<file path="src/hdl/ftht_ram.sv">
module ftht_ram #(
  parameter int unsigned Width = 8,
  parameter int unsigned Depth = 16
) (
  input  logic                     clk_i,
  input  logic                     we_i,
  input  logic [$clog2(Depth)-1:0] waddr_i,
  input  logic [Width-1:0]         wdata_i,
  input  logic [$clog2(Depth)-1:0] raddr_i,
  output logic [Width-1:0]         rdata_o
);

  logic [Width-1:0] mem_q [Depth];
  logic [Width-1:0] rdata_q;

  // one write port, one registered read port
  always_ff @(posedge clk_i) begin
    if (we_i) begin
      mem_q[waddr_i] <= wdata_i;
    end
    rdata_q <= mem_q[raddr_i];
  end

  assign rdata_o = rdata_q;

endmodule

</file>
<file path="config.mk">
export PLATFORM = sky130hd
export DESIGN_NAME = ftht_ram
export DESIGN_NICKNAME = d
export VERILOG_FILES = /design/src/hdl/ftht_ram.sv
export SDC_FILE = /design/constraint.sdc
export NUM_CORES = 1
export LEC_CHECK = 0
export BUFFER_PORTS_ARGS = -buffer_cell sky130_fd_sc_hd__buf_2
export CAP_MARGIN = 30
export CORE_ASPECT_RATIO = 0.6
export CORE_MARGIN = 2
export CORE_UTILIZATION = 61
export CTS_CLUSTER_DIAMETER = 150
export DETAILED_ROUTE_END_ITERATION = 6
export GPL_TIMING_DRIVEN = 0
export PLACE_DENSITY = 0.76
export SLEW_MARGIN = 30
export SYNTH_ARGS = -nofsm -noshare
export SYNTH_HDL_FRONTEND = slang
export SYNTH_SLANG_ARGS = --single-unit
export TNS_END_PERCENT = 5
</file>
<file path="constraint.sdc">
create_clock -name clk_i -period 2.6 [get_ports clk_i]
set_input_delay 0.13 -clock clk_i [delete_from_list [all_inputs] [get_ports clk_i]]
set_output_delay 0.13 -clock clk_i [all_outputs]
set_load 0.02 [all_outputs]
</file>
==> out/metrics.yaml <==
status: "finished, final reports clean"
routed_wirelength_um: 9600
hold_class: "input pin to flip-flop"
cts_buffers: 17
cts_setup_buffers: 0
synthCells: 229
die-area_sq_um: 9210
dp_hpwl_um: 6060
remaining_drc_errors: 0
cts_tree: "yes"
clock_power_share_pct: 47.1
final_layout_size_suffix_gt1_share_pct: 30.1
tightest_slew_ns: 0.892
postCtsHoldBufs: 0
yosys.cell_types.count: 19
seq_power_share_pct: 48.2
drtAntennaViolNets: 0
fin_setup_tns_ns: 0
portBuffers: 24
diodes: 0
hold_viol_final: 0
p_switching_w: 0.000969
dieWidth_um: 123
start_util_pct: 64.0
grt_pass1_vias: 2514
yosysSeqAreaShare_pct: 77.8
path_cells: "buf_2 -> or3b_2 -> nor2_1"
fin_skew_ns: 0.00944
synth_top_area_share_pct: 74.7
slowest_delay_ns: 0.70
mostFrequentLayoutCells: "edfxtp_1, buf_2, mux4_2"
ys_warn_count: 0
gp_congestion: 0.758
path_max_fanout: 8
htree_num_levels: 4
grt_usage_pct: 24.3
start_kind: "input pin"
grt_max_degree: 17
synth-edff-count: 128
swShare_pct: 18.9
synthArstFlopShare_pct: 0
drtPass1Iterations: 4
cp.required_ns: 2.63
cts-resized-gates: 0
clock.fmax_ghz: 0.696
clk_pin_slew_ns: 0.06
min_period_ns: 1.44
synth.area.top_cells: "edfxtp_1, mux4_2, mux4_1"
critPathSlowestCell: "nor2_1"
rsz0062_at_grt: "false"
n_fill_cell: 430
vias: 2405
arrival_ns: 1.47
cts_max_path_buffers: 2
syn_avg_cell_area_sq_um: 22.5
antenna_found_initial: 0
max_cap_viol_count: 0
peakVddDrop_v: 0.000626
yosys.area.top_type: "edfxtp_1"
synth_seq_cells: 136
grt_overflow_total: 0
rows: 25
cts.sinks: 136
cp.buffers_inverters: 1
critical_path.top_delay_family: "simple AND/OR/NAND/NOR gates"
finalMaxSlewViolations: 0
total_leakage_power_nw: 2.05
power_frac_comb_pct: 4.7
clock_latency_ns: 0.41
avgRoutedWirePerCell_um: 24.4
viasPerCell: 6.10
fin_util_pct: 75.1
syn_area_sq_um: 5150
final_nets: 291
final_common_cell: "edfxtp_1"
critPathCaptureType: "flip-flop"
power_density_nw_per_um2: 847
finalSetupViolCount: 0
synth_nets: 247
max_slew_margin_pct: 40.3
power.internal_w: 0.00415
design.core.area_sq_um: 8040
post-route-period-util_pct: 55.3
synth_top_flop_cell: "edfxtp_1"
drt-initial-drc-count: 327
cts_root_buf: "clkbuf_16"
area_growth_pct: 17.4
io_pins: 26
die_h_um: 75.2
grt_pass1_wl_um: 14800
criticalPathCategory: "input pin to flip-flop"
==> state kept, by name (all words and copies together), names as in the netlist <==
register and flops:
mem_q 128, rdata_o 8
==> per-stage QoR <==
stage          hold slack (ns)  setup WS [ns]  power (W)  std cells  area [sq um]
3_3_place_gp             0.518          0.314    0.00274        361          5400
5_1_grt                  0.101           1.06    0.00526        394          6040
2_1_floorplan            0.229          0.977    0.00265        229          5150
6_report                 0.104           1.16    0.00512        394          6040
3_5_place_dp             0.521          0.671    0.00275        361          5430
4_1_cts                 0.0777           1.11    0.00516        393          6030
==> synth_stat cells, types with 2 or more instances <==
master,count
buf_2,3
buf_6,3
clkdlybuf4s25_2,3
nand3b_1,2
mux4_1,14
nor2_1,13
nor3_1,4
a22oi_1,16
nand2b_1,2
edfxtp_1,128
nand2_1,9
mux4_2,18
dfxtp_1,8
==> worst reg2reg max path, stage by stage, from the launching register on <==
cell and delay [ns]:
edfxtp_1 0.38, mux4_2 0.47, a22oi_1 0.28, nand2_1 0.10
==> power groups by stage <==
stage          registers, W  logic, W  clock network [W]
2_1_floorplan       0.00253  0.000124                  0
3_3_place_gp        0.00251  0.000234                  0
3_5_place_dp        0.00251  0.000241                  0
4_1_cts             0.00247  0.000243            0.00245
5_1_grt             0.00247  0.000260            0.00254
6_report            0.00247  0.000240            0.00241
==> worst paths after layout <==
kind / startpoint / endpoint / slack [ns] / cells past startpoint
max: waddr_i[2] / mem_q[2][2] / 1.16 / 3
min: wdata_i[5] / mem_q[10][5] / 0.10 / 1
max reg2reg: mem_q[2][4] / rdata_o[4] / 1.25 / 3
min reg2reg: mem_q[13][2] / rdata_o[2] / 0.67 / 3
==> area by class of cell <==
class | instances | area [sq um] | area share (%)
plain buffers | 10 | 86.3 | 1.43
clock buffers | 23 | 488 | 8.08
clock inverters | 9 | 120 | 1.99
multi-input cells | 83 | 1080 | 17.9
flip-flops and latches | 136 | 4000 | 66.3
well taps | 108 | 135 | 2.24
repair buffers | 25 | 128 | 2.11
==> per-layer routing <==
layer | GRT usage [%] | wire [um]
met1 | 35.2 | 4140
met2 | 35.4 | 4490
met3 | 8.33 | 955
met4 | 8.56 | 19
met5 | 0 | 0
==> cells by family (layout without fill, tap and decap cells) <==
group / Yosys count / after routing / share of synthesized area, %
DFF: 136 / 136 / 77.8
buffers and inverters: 10 / 67 / 1.68
muxes: 32 / 32 / 15.0
and+or+nand+nor: 35 / 35 / 3.18
AOI/OAI and AO/OA: 16 / 16 / 2.33
Note: power is estimated with default switching activity, not from simulation.
